<file path="config.mk">
export PLATFORM = sky130hd
export DESIGN_NAME = round_robin_task_table_scheduler_flat
export DESIGN_NICKNAME = d
export VERILOG_FILES = /design/src/rtl/core/rrts_pkg.sv /design/src/rtl/core/rrts_if.sv /design/src/rtl/core/rrts_table.sv /design/src/rtl/core/round_robin_task_table_scheduler.sv /design/src/flat_wrapper.sv
export SDC_FILE = /design/constraint.sdc
export NUM_CORES = 1
export LEC_CHECK = 0
export ABC_AREA = 1
export BUFFER_PORTS_ARGS = -buffer_cell sky130_fd_sc_hd__buf_4
export CAP_MARGIN = 20
export CORE_MARGIN = 2
export CORE_UTILIZATION = 59
export CTS_BUF_LIST = sky130_fd_sc_hd__clkbuf_8
export DETAILED_ROUTE_END_ITERATION = 6
export GPL_TIMING_DRIVEN = 0
export HOLD_SLACK_MARGIN = 0.03
export PLACE_DENSITY = 0.9
export SLEW_MARGIN = 25
export SYNTH_ARGS = -nofsm -noshare
export SYNTH_HDL_FRONTEND = slang
export SYNTH_HIERARCHICAL = 1
export SYNTH_SLANG_ARGS = --single-unit
</file>
<file path="constraint.sdc">
create_clock -name clk -period 3.2 [get_ports clk]
set_input_delay 0.32 -clock clk [delete_from_list [all_inputs] [get_ports clk]]
set_output_delay 0.32 -clock clk [all_outputs]
set_load 0.02 [all_outputs]
</file>
<file path="src/rtl/core/rrts_pkg.sv">
// Shared constants, types and a helper function of the round-robin task table scheduler.
package rrts_pkg;

	localparam int TASK_SLOTS = 16;
	localparam int CORES      = 4;

	localparam int IDX_W    = $clog2(TASK_SLOTS);
	localparam int CNT_W    = $clog2(TASK_SLOTS + 1);
	localparam int THREAD_W = 16;
	localparam int TASK_W   = 4;
	localparam int CORE_W   = 2;
	localparam int MODE_W   = 2;
	localparam int KILL_W   = 4;

	localparam logic [MODE_W-1:0] MODE_SWITCH = 2'd0;
	localparam logic [MODE_W-1:0] MODE_APPEND = 2'd1;
	localparam logic [MODE_W-1:0] MODE_KILL   = 2'd2;

	typedef enum logic [2:0] {
		ST_OK       = 3'd0,
		ST_DUP      = 3'd1,
		ST_NOTFOUND = 3'd2,
		ST_FULL     = 3'd3,
		ST_SLEEP    = 3'd4,
		ST_ALLHELD  = 3'd5
	} status_t;

	typedef enum logic [2:0] {
		S_IDLE,
		S_RELEASE,
		S_SELECT,
		S_DUP,
		S_APPEND_WR,
		S_FIND,
		S_SHIFT,
		S_DONE
	} state_t;

	typedef struct packed {
		logic [THREAD_W-1:0] thread;
		logic [TASK_W-1:0]   task_id;
		logic                held;
		logic [CORE_W-1:0]   owner;
	} entry_t;

	// Steps an index by one and wraps to zero at the end of the occupied table.
	function automatic logic [IDX_W-1:0] next_idx(logic [IDX_W-1:0] idx, logic [CNT_W-1:0] cnt);
		logic [CNT_W-1:0] inc;
		inc = CNT_W'(idx) + CNT_W'(1);
		if (inc >= cnt) begin
			return '0;
		end
		return idx + IDX_W'(1);
	endfunction

endpackage

</file>
<file path="src/rtl/core/rrts_if.sv">
// Request and response channel interfaces of the round-robin task table scheduler.
interface rrts_req_if;
	logic                             valid;
	logic                             ready;
	logic [rrts_pkg::MODE_W-1:0]      mode;
	logic [rrts_pkg::CORE_W-1:0]      core_id;
	logic                             is_primary;
	logic [rrts_pkg::THREAD_W-1:0]    thread_id;
	logic [rrts_pkg::KILL_W-1:0]      kill_id;

	modport source (output valid, mode, core_id, is_primary, thread_id, kill_id, input ready);
	modport sink (input valid, mode, core_id, is_primary, thread_id, kill_id, output ready);
endinterface

interface rrts_rsp_if;
	logic                             valid;
	logic                             ready;
	rrts_pkg::status_t                status;
	logic [rrts_pkg::TASK_W-1:0]      task_id;
	logic [rrts_pkg::THREAD_W-1:0]    granted_thread;

	modport source (output valid, status, task_id, granted_thread, input ready);
	modport sink (input valid, status, task_id, granted_thread, output ready);
endinterface

</file>
<file path="src/rtl/core/rrts_table.sv">
// Task table memory with one write port and one registered read port.
module rrts_table (
	input  logic                        clk,
	input  logic                        we,
	input  logic [rrts_pkg::IDX_W-1:0]  waddr,
	input  rrts_pkg::entry_t            wdata,
	input  logic                        re,
	input  logic [rrts_pkg::IDX_W-1:0]  raddr,
	output rrts_pkg::entry_t            rdata
);

	rrts_pkg::entry_t mem [rrts_pkg::TASK_SLOTS];

	always_ff @(posedge clk) begin
		if (we) begin
			mem[waddr] <= wdata;
		end
	end

	always_ff @(posedge clk) begin
		if (re) begin
			rdata <= mem[raddr];
		end
	end

endmodule

</file>
<file path="src/rtl/core/round_robin_task_table_scheduler.sv">
// Top level: sequencer that walks the task table memory for switch, append and kill words.
// Sleep words, unused modes and kills on an empty table go straight to the result state;
// appends on an empty table skip the duplicate scan.
// One word is processed at a time; the next word can be accepted in the cycle after the result
// is parked in the output register.
// Reset clears the task count, the round-robin pointer and the control state; no clearing pass.
module round_robin_task_table_scheduler (
	input  logic       clk,
	input  logic       arst_n,
	rrts_req_if.sink   req,
	rrts_rsp_if.source rsp
);

	localparam int IDX_W = rrts_pkg::IDX_W;
	localparam int CNT_W = rrts_pkg::CNT_W;

	rrts_pkg::state_t state_q, state_nxt;

	logic [rrts_pkg::MODE_W-1:0]   mode_q;
	logic [rrts_pkg::CORE_W-1:0]   core_q;
	logic [rrts_pkg::THREAD_W-1:0] thr_q;
	logic [rrts_pkg::KILL_W-1:0]   kid_q;

	logic [CNT_W-1:0] cnt_q;
	logic [IDX_W-1:0] rr_q;
	logic [IDX_W-1:0] addr_q;
	logic [CNT_W-1:0] iss_q;
	logic [CNT_W-1:0] lim_q;
	logic [CNT_W-1:0] proc_q;
	logic             vld_s1;
	logic [IDX_W-1:0] idx_s1;

	rrts_pkg::status_t             res_status_q;
	logic [rrts_pkg::TASK_W-1:0]   res_task_q;
	logic [rrts_pkg::THREAD_W-1:0] res_thread_q;

	logic                          out_vld_q;
	rrts_pkg::status_t             out_status_q;
	logic [rrts_pkg::TASK_W-1:0]   out_task_q;
	logic [rrts_pkg::THREAD_W-1:0] out_thread_q;

	logic             accept;
	logic             sleep;
	logic             last_s1;
	logic             hit;
	logic             idx_is_last;
	logic             table_full;
	logic             out_load;
	logic             restart;
	logic             rd_en;
	logic             we;
	logic [IDX_W-1:0] waddr;
	rrts_pkg::entry_t wdata;
	rrts_pkg::entry_t rdata;

	assign accept      = req.valid && req.ready;
	assign sleep       = !req.is_primary || (32'(req.core_id) >= rrts_pkg::CORES) ||
	                     (cnt_q == '0);
	assign last_s1     = vld_s1 && (proc_q == lim_q - CNT_W'(1));
	assign idx_is_last = CNT_W'(idx_s1) == cnt_q - CNT_W'(1);
	assign table_full  = 32'(cnt_q) >= rrts_pkg::TASK_SLOTS;
	assign out_load    = (state_q == rrts_pkg::S_DONE) && (!out_vld_q || rsp.ready);
	assign restart     = ((state_q == rrts_pkg::S_IDLE) && accept) ||
	                     ((state_q == rrts_pkg::S_RELEASE) && last_s1) ||
	                     ((state_q == rrts_pkg::S_FIND) && vld_s1 && hit);

	assign req.ready          = state_q == rrts_pkg::S_IDLE;
	assign rsp.valid          = out_vld_q;
	assign rsp.status         = out_status_q;
	assign rsp.task_id        = out_task_q;
	assign rsp.granted_thread = out_thread_q;

	rrts_table u_table (
		.clk   (clk),
		.we    (we),
		.waddr (waddr),
		.wdata (wdata),
		.re    (rd_en),
		.raddr (addr_q),
		.rdata (rdata)
	);

	always_comb begin
		state_nxt = state_q;
		unique case (state_q)
			rrts_pkg::S_IDLE: begin
				if (accept) begin
					unique case (req.mode)
						rrts_pkg::MODE_SWITCH: state_nxt = sleep ? rrts_pkg::S_DONE
						                                         : rrts_pkg::S_RELEASE;
						rrts_pkg::MODE_APPEND: state_nxt = (cnt_q == '0) ? rrts_pkg::S_APPEND_WR
						                                                 : rrts_pkg::S_DUP;
						rrts_pkg::MODE_KILL:   state_nxt = (cnt_q == '0) ? rrts_pkg::S_DONE
						                                                 : rrts_pkg::S_FIND;
						default:               state_nxt = rrts_pkg::S_DONE;
					endcase
				end
			end
			rrts_pkg::S_RELEASE: begin
				if (last_s1) begin
					state_nxt = rrts_pkg::S_SELECT;
				end
			end
			rrts_pkg::S_SELECT: begin
				if (vld_s1 && (hit || last_s1)) begin
					state_nxt = rrts_pkg::S_DONE;
				end
			end
			rrts_pkg::S_DUP: begin
				if (vld_s1 && hit) begin
					state_nxt = rrts_pkg::S_DONE;
				end else if (last_s1) begin
					state_nxt = rrts_pkg::S_APPEND_WR;
				end
			end
			rrts_pkg::S_APPEND_WR: state_nxt = rrts_pkg::S_DONE;
			rrts_pkg::S_FIND: begin
				if (vld_s1 && hit) begin
					state_nxt = idx_is_last ? rrts_pkg::S_DONE : rrts_pkg::S_SHIFT;
				end else if (last_s1) begin
					state_nxt = rrts_pkg::S_DONE;
				end
			end
			rrts_pkg::S_SHIFT: begin
				if (last_s1) begin
					state_nxt = rrts_pkg::S_DONE;
				end
			end
			rrts_pkg::S_DONE: begin
				if (out_load) begin
					state_nxt = rrts_pkg::S_IDLE;
				end
			end
			default: state_nxt = rrts_pkg::S_IDLE;
		endcase
	end

	always_comb begin
		rd_en = 1'b0;
		hit   = 1'b0;
		we    = 1'b0;
		waddr = idx_s1;
		wdata = rdata;
		unique case (state_q)
			rrts_pkg::S_RELEASE: begin
				rd_en = iss_q < lim_q;
				hit   = rdata.held && (rdata.owner == core_q);
				if (vld_s1 && hit) begin
					we          = 1'b1;
					wdata.held  = 1'b0;
					wdata.owner = '0;
				end
			end
			rrts_pkg::S_SELECT: begin
				rd_en = iss_q < lim_q;
				hit   = !rdata.held;
				if (vld_s1 && hit) begin
					we          = 1'b1;
					wdata.held  = 1'b1;
					wdata.owner = core_q;
				end
			end
			rrts_pkg::S_DUP: begin
				rd_en = iss_q < lim_q;
				hit   = rdata.thread == thr_q;
			end
			rrts_pkg::S_APPEND_WR: begin
				we            = !table_full;
				waddr         = cnt_q[IDX_W-1:0];
				wdata.thread  = thr_q;
				wdata.task_id = cnt_q[rrts_pkg::TASK_W-1:0];
				wdata.held    = 1'b0;
				wdata.owner   = '0;
			end
			rrts_pkg::S_FIND: begin
				rd_en = iss_q < lim_q;
				hit   = rdata.task_id == kid_q;
			end
			rrts_pkg::S_SHIFT: begin
				rd_en = iss_q < lim_q;
				if (vld_s1) begin
					we    = 1'b1;
					waddr = idx_s1 - IDX_W'(1);
				end
			end
			default: begin
				rd_en = 1'b0;
			end
		endcase
	end

	always_ff @(posedge clk or negedge arst_n) begin
		if (!arst_n) begin
			state_q <= rrts_pkg::S_IDLE;
			cnt_q   <= '0;
			rr_q    <= '0;
			vld_s1  <= 1'b0;
		end else begin
			state_q <= state_nxt;
			vld_s1  <= rd_en && (state_nxt == state_q);
			if (state_q == rrts_pkg::S_APPEND_WR && !table_full) begin
				cnt_q <= cnt_q + CNT_W'(1);
			end
			if ((state_q == rrts_pkg::S_FIND && vld_s1 && hit && idx_is_last) ||
			    (state_q == rrts_pkg::S_SHIFT && last_s1)) begin
				cnt_q <= cnt_q - CNT_W'(1);
			end
			if (state_q == rrts_pkg::S_SELECT && vld_s1 && (hit || last_s1)) begin
				rr_q <= rrts_pkg::next_idx(idx_s1, cnt_q);
			end
		end
	end

	always_ff @(posedge clk) begin
		idx_s1 <= addr_q;
		if (!restart) begin
			if (rd_en) begin
				iss_q  <= iss_q + CNT_W'(1);
				addr_q <= rrts_pkg::next_idx(addr_q, cnt_q);
			end
			if (vld_s1) begin
				proc_q <= proc_q + CNT_W'(1);
			end
		end
		unique case (state_q)
			rrts_pkg::S_IDLE: begin
				if (accept) begin
					mode_q       <= req.mode;
					core_q       <= req.core_id;
					thr_q        <= req.thread_id;
					kid_q        <= req.kill_id;
					iss_q        <= '0;
					proc_q       <= '0;
					lim_q        <= cnt_q;
					addr_q       <= '0;
					res_task_q   <= '0;
					res_thread_q <= '0;
					unique case (req.mode)
						rrts_pkg::MODE_SWITCH: res_status_q <= rrts_pkg::ST_SLEEP;
						rrts_pkg::MODE_KILL:   res_status_q <= rrts_pkg::ST_NOTFOUND;
						default:               res_status_q <= rrts_pkg::ST_OK;
					endcase
				end
			end
			rrts_pkg::S_RELEASE: begin
				if (last_s1) begin
					iss_q  <= '0;
					proc_q <= '0;
					lim_q  <= cnt_q;
					addr_q <= (CNT_W'(rr_q) >= cnt_q) ? '0 : rr_q;
				end
			end
			rrts_pkg::S_SELECT: begin
				if (vld_s1 && hit) begin
					res_status_q <= rrts_pkg::ST_OK;
					res_task_q   <= rdata.task_id;
					res_thread_q <= rdata.thread;
				end else if (last_s1) begin
					res_status_q <= rrts_pkg::ST_ALLHELD;
				end
			end
			rrts_pkg::S_DUP: begin
				if (vld_s1 && hit) begin
					res_status_q <= rrts_pkg::ST_DUP;
				end
			end
			rrts_pkg::S_APPEND_WR: begin
				if (table_full) begin
					res_status_q <= rrts_pkg::ST_FULL;
				end else begin
					res_status_q <= rrts_pkg::ST_OK;
					res_task_q   <= cnt_q[rrts_pkg::TASK_W-1:0];
				end
			end
			rrts_pkg::S_FIND: begin
				if (vld_s1 && hit) begin
					res_status_q <= rrts_pkg::ST_OK;
					iss_q        <= '0;
					proc_q       <= '0;
					lim_q        <= cnt_q - CNT_W'(1) - CNT_W'(idx_s1);
					addr_q       <= idx_s1 + IDX_W'(1);
				end
			end
			default: begin
				lim_q <= lim_q;
			end
		endcase
	end

	always_ff @(posedge clk or negedge arst_n) begin
		if (!arst_n) begin
			out_vld_q <= 1'b0;
		end else if (out_load) begin
			out_vld_q <= 1'b1;
		end else if (rsp.ready) begin
			out_vld_q <= 1'b0;
		end
	end

	always_ff @(posedge clk) begin
		if (out_load) begin
			out_status_q <= res_status_q;
			out_task_q   <= res_task_q;
			out_thread_q <= (mode_q == rrts_pkg::MODE_SWITCH) ? res_thread_q : '0;
		end
	end

endmodule
</file>
<file path="src/flat_wrapper.sv">
// flat-port wrapper written by rule: the top's interface ports become plain ports
module round_robin_task_table_scheduler_flat 
  (clk, arst_n, req_valid, req_mode, req_core_id, req_is_primary, req_thread_id, req_kill_id, req_ready, rsp_valid, rsp_status, rsp_task_id, rsp_granted_thread, rsp_ready);
  rrts_req_if req_i ();
  rrts_rsp_if rsp_i ();
  input  logic clk;
  input  logic arst_n;
  input wire logic [$bits(req_i.valid)-1:0] req_valid;
  input wire logic [$bits(req_i.mode)-1:0] req_mode;
  input wire logic [$bits(req_i.core_id)-1:0] req_core_id;
  input wire logic [$bits(req_i.is_primary)-1:0] req_is_primary;
  input wire logic [$bits(req_i.thread_id)-1:0] req_thread_id;
  input wire logic [$bits(req_i.kill_id)-1:0] req_kill_id;
  output wire logic [$bits(req_i.ready)-1:0] req_ready;
  output wire logic [$bits(rsp_i.valid)-1:0] rsp_valid;
  output wire logic [$bits(rsp_i.status)-1:0] rsp_status;
  output wire logic [$bits(rsp_i.task_id)-1:0] rsp_task_id;
  output wire logic [$bits(rsp_i.granted_thread)-1:0] rsp_granted_thread;
  input wire logic [$bits(rsp_i.ready)-1:0] rsp_ready;
  assign req_i.valid = req_valid;
  assign req_i.mode = req_mode;
  assign req_i.core_id = req_core_id;
  assign req_i.is_primary = req_is_primary;
  assign req_i.thread_id = req_thread_id;
  assign req_i.kill_id = req_kill_id;
  assign req_ready = req_i.ready;
  assign rsp_valid = rsp_i.valid;
  assign rsp_status = rsp_i.status;
  assign rsp_task_id = rsp_i.task_id;
  assign rsp_granted_thread = rsp_i.granted_thread;
  assign rsp_i.ready = rsp_ready;
  round_robin_task_table_scheduler u_core (.clk(clk), .arst_n(arst_n), .req(req_i), .rsp(rsp_i));
endmodule
</file>
* Yosys cells after proc, flatten, opt, wreduce, memory -nomap -nowiden
Memories as Yosys holds them, arrays and structs flattened. A register that Yosys moved wholly into a read port is not among the register bits. Index checks and enable logic that the tools add are counted.
Word-level totals: input bits 29, memory bits (writable) 368, output and inout port bits 25, memories 1, word-level logic and storage cells 182, register bits 107
Memories:
- u_core.u_table.mem | depth 16, width 23, rd ports 1, clocked after Yosys merged registers in 1, wr ports 1, RTL line rrts_table.sv:12 | rrts_pkg::entry_t mem [rrts_pkg::TASK_SLOTS];
Cells by class: equality and inequality tests 22, order comparisons 5, add/sub/neg operators 11, reduce and logical (&&, ||, !) cells 44, mux-type cells 79
Operator list (number):
- $mux 5 | 15
- $mux 4 | 14
- $mux 3 | 17
- $pmux 5 s3 | 3
- $mux 16 | 2
- $pmux 16 s2 | 1
- $pmux 3 s8 | 1
- $pmux 4 s3 | 2
- $mux 20 | 1
- $logic_and 1x1->1 | 18
- $pmux 3 s3 | 2
- $eq 16x16->1 | 1
- $add 5x1->5 const B | 3
- $pmux 3 s5 | 1
- $mux 1 | 14
- $eq 3x3->1 const B | 4
- $add 4x1->5 const B | 2
- $ge 5x5->1 | 2
- $sub 5x1->5 const B | 2
- $add 4x1->4 const B | 2
- $ne 2x2->1 const B | 4
- $pmux 1 s4 | 2
- $pmux 4 s2 | 1
- $reduce_and 4->1 | 2
- 30 further kinds | 45

* Longest topological paths before layout
depth after elaboration 12, depth in mapped cells 20, depth with buffers taken out 20

* Modules after synthesis
The synthesis kept the hierarchy.
Modules (own cells, without submodules):
- rrts_table | instances 1, cells an instance 1531, area each 16587.2 um^2, seq. area each 11741.3 um^2
- round_robin_task_table_scheduler | instances 1, cells an instance 789, area each 6507.5 um^2, seq. area each 2962.8 um^2

* Worst setup path before layout
No wires, ideal clock.
path kind register to register, start register u_core.state_q[1], end memory u_core/u_table/mem[12][0] (netlist name) (enable), path buffers 2, cell stages (with the launch flop) 11, data required time 2.797 ns, slack -0.148 ns, period minus slack after synthesis 3.348 ns, arrival 2.945 ns, setup time 0.403 ns, cell sequence dfrtp_1 -> inv_1 -> ha_1 -> nand2_1 -> buf_2 -> inv_1 -> clkbuf_1 -> nand2_1 -> o311ai_0 -> nand3_1 -> nor2_1
Between the ends: elaborated cells on any way between the ends 8, those cells by class eq/ne: 4; mux: 4
RTL lines:
- start, declared | RTL line round_robin_task_table_scheduler.sv:17 | rrts_pkg::state_t state_q, state_nxt;
- start signal, assigned | RTL line round_robin_task_table_scheduler.sv:194 | state_q <= rrts_pkg::S_IDLE;
- start signal, assigned | RTL line round_robin_task_table_scheduler.sv:199 | state_q <= state_nxt;
- $eq 3x3->1 | RTL line round_robin_task_table_scheduler.sv:144 | unique case (state_q)
- $pmux 4 s2 (*) | RTL line round_robin_task_table_scheduler.sv:144
- net u_core.waddr[3] | RTL line round_robin_task_table_scheduler.sv:52 | logic [IDX_W-1:0] waddr;
- end, declared | RTL line rrts_table.sv:12
Mark *: on every way through the listed nets, which the timed path passes. The rest lies on a longest branch.

* Final worst setup path
start register u_core.state_q[1], end memory u_core/u_table/mem[1][3] (netlist name) (enable)
Same word-level chain as after synthesis.

==> flow_summary.toml <==
[logic_synthesis]
syn_area_um2 = 23090
synth_top_area_frac = 0.6059
synthFlopType = "edfxtp_1"
synth_cell_types = 52
async_flop_share = 0.02811
yosysWarningCount = 6
netlist_instances = 2320
yosys-top-cells-count = "nand2_1, edfxtp_1, inv_1"
yosysMostFrequentCell = "nand2_1"
synth_edf_count = 466
synth_largest_area_cell = "edfxtp_1"
ys_seq_area_frac = 0.6367
ys_seq_elements = 498
yosys-top-cells-area = "edfxtp_1, nand2_1, nand3_1, inv_1, ha_1"
synth_fp_nets = 2385
syn_avg_cell_area_um2 = 9.955

[sta]
maxSlewViolCount = 0
fmaxAchievable_ghz = 0.3137
period_share = 0.9963
clock_skew_ps = 74.53
final-setup-viol-count = 0
setup_slack_ps = 11.78
tightest_slew_ps = 1014
final.setup.tns_ps = 0
relSlewSlack = 0.3239
hold_violations = 0
fin_crit_ps = 3188

[drt]
drc_errors = 0
drt_first_iter_violations = 3364
drtPass1Iterations = 7
routed_wl_mm = 69.34
vias = 18911
vias_per_cell = 6.055
antenna_left = 0
wl_per_cell_um = 22.20

[placement]
io_buffers = 53
globalplace.congestion = 0.9529
hpwlAfterDp_mm = 42.52
post-place-ws_ps = -873.8

[cells_and_area]
fin_util = 0.6981
syn_to_final_growth_pct = 16.82
layout-drive-gt1-share = 0.1455
nets = 2608
n_fill_cell = 2314

[floorplan]
fp-row-count = 72
die_x_um = 201.8
dieArea_um2 = 40740
die_y_um = 201.8
initial_utilization = 0.5976
core_um2 = 38650
pin_count = 54

[power_and_ir_drop]
share_comb_of_total_power = 0.451
power_frac_seq = 0.362
switching_share = 0.4414
power.leakage_nw = 11.90
peakVddDrop_v = 0.0006580
p_per_area_nw_per_um2 = 1027
clkPwrFrac = 0.187
power.switching_mw = 12.23
total_power_mw = 27.71
power.internal_mw = 15.48

[global_routing]
gr-usage-met1 = 0.4062
antenna_found_initial = 2
use_met3 = 0.08336
grt_max_degree = 30
grt-ovfl-total = 0
busiest_layer = "met2"
grt_pass1_vias = 19074
grt_usage = 0.3378
grt_use_met2 = 0.5477
grt_pass1_wl_mm = 104.3

[clock_tree]
cts-root-buf = "clkbuf_8"
clock_path_buffers = 3
clock-sinks = 498
clkTransAtPathRegs_ps = 70
numCtsBuffers = 77
clock_latency_ps = 700
cts_tree = "done"
htreeDepth = 3

[min_path]
hp-class = "input port to asynchronous set/reset pin"

[worst_setup_path]
reg2reg_slack_ps = 10
endpoint_kind = "flip-flop"
cp-start-kind = "flip-flop"
cp_max_fo = 12
worstPathRequired_ps = 3540
critPathKind = "flip-flop to flip-flop"
cp_data_arrival_time_ps = 3530

[outcome]
outcome = "finished, final reports clean"

[run]
drv_cap = 0
==> stage by stage <==
| stage | instance area [um^2] | hold WS, ps | cells |
|---|---|---|---|
| 5_1_grt | 26980 | 80.53 | 3122 |
| 6_report | 26980 | 77.53 | 3123 |
| 3_5_place_dp | 24690 | 204.7 | 2915 |
| 4_1_cts | 26830 | 54.12 | 3114 |
| 2_1_floorplan | 23110 | 24.41 | 2320 |
| 3_3_place_gp | 24160 | 200.8 | 2891 |
==> state kept, by name (all words and copies together) (netlist names), 5 cells and up <==
name and flops:
u_core/cnt_q 5, u_core/iss_q 5, u_core/lim_q 5, u_core/proc_q 5, u_core/res_thread_q 16, u_core/rsp.granted_thread 16
u_core/thr_q 16, u_core/u_table/mem 368, u_core/u_table/rdata 23
==> timing repair <==
action	4_1_cts	5_1_grt
pin swaps	20	5
endpoints found under the hold margin	40	0
gates resized for setup	21	16
buffers inserted	29	8
cloned	4	0
hold buffers	26	0
endpoints found under the setup margin	384	386
==> area by class of cell <==
cell class	instances	area, um^2	area share
sequential	498	14710	0.5451
multi-input combinational	1317	6548	0.2427
inverter	420	1603	0.05941
timing repair buffer	140	1440	0.05338
clock buffer	78	1074	0.03979
tap	518	648.1	0.02402
buffer	89	576.8	0.02138
clock inverter	62	381.6	0.01414
antenna	1	2.502	0.00009275
==> layout by cell type (no fill, tap or decap), types with 6 or more instances in the layout <==
master         count
a21oi_1           26
buf_1              7
buf_12            17
buf_16             6
buf_2             40
buf_4             94
buf_6             22
clkbuf_1          15
clkbuf_8          78
clkinv_1          16
clkinv_2          13
dfrtp_1           12
dfxtp_1           18
dlygate4sd3_1     26
edfxtp_1         466
ha_1              35
inv_1            430
inv_2              9
nand2_1          657
nand2_2            8
nand2_4           13
nand3_1          308
nand3_2            7
nand4_1           13
nor2_1            83
nor2_2             7
nor2_4            22
nor3_1             7
o21a_1             6
o21ai_0           35
o21ai_1           21
o21ai_2           12
o31ai_1            6
xor2_1            13
==> per-layer routing <==
layer / vias up / share of wire
met2: 1829 / 0.47
met3: 455 / 0.15
met1: 8617 / 0.32
li1: 8008 / -
met5: - / 0.00016
met4: 2 / 0.068
==> power groups by stage <==
stage	Combinational, mW	Clock (mW)	Sequential (mW)
after floorplan	7.02	0	10.1
after global placement	10.1	0	10.2
after detailed placement	11.1	0	10.1
after CTS	11.5	5.13	10.0
after global routing	13.1	5.45	10.1
final	12.5	5.18	10.0
==> worst paths after layout <==
check                                          startpoint                                 end  depth (start not counted)
setup / recovery              u_core/state_q[1]$_DFF_PN0_  u_core/u_table/mem[1][3]$_DFFE_PP_                         12
hold / removal                                     arst_n         u_core/cnt_q[3]$_DFFE_PN0P_                          2
setup reg to reg              u_core/state_q[1]$_DFF_PN0_  u_core/u_table/mem[1][3]$_DFFE_PP_                         12
hold reg to reg            u_core/res_task_q[0]$_DFFE_PP_     u_core/rsp.task_id[0]$_DFFE_PP_                          0
max in group asynchronous                          arst_n         u_core/state_q[0]$_DFF_PN0_                          2
min in group clk                                req_valid          u_core/thr_q[15]$_DFFE_PP_                          3
==> worst max-delay path: stages, from the launching register on <==
cell and delay, ps:
dfrtp_2 510, clkinvlp_4 180, ha_1 220, nand2_1 100
clkbuf_4 250, inv_1 150, clkbuf_4 260, nand2_2 160
o311ai_2 210, nor2_1 260, nand2_4 230, nor2_4 190
buf_12 170
==> kinds of logic after synthesis <==
| group | synth area share |
|---|---|
| fa+ha+maj | 0.01983 |
| simple gates | 0.2132 |
| flops | 0.6367 |
| xor+xnor | 0.006447 |
| buf+inv | 0.09362 |
| compound gates | 0.03023 |
Note: power is estimated with default switching activity, not from simulation.
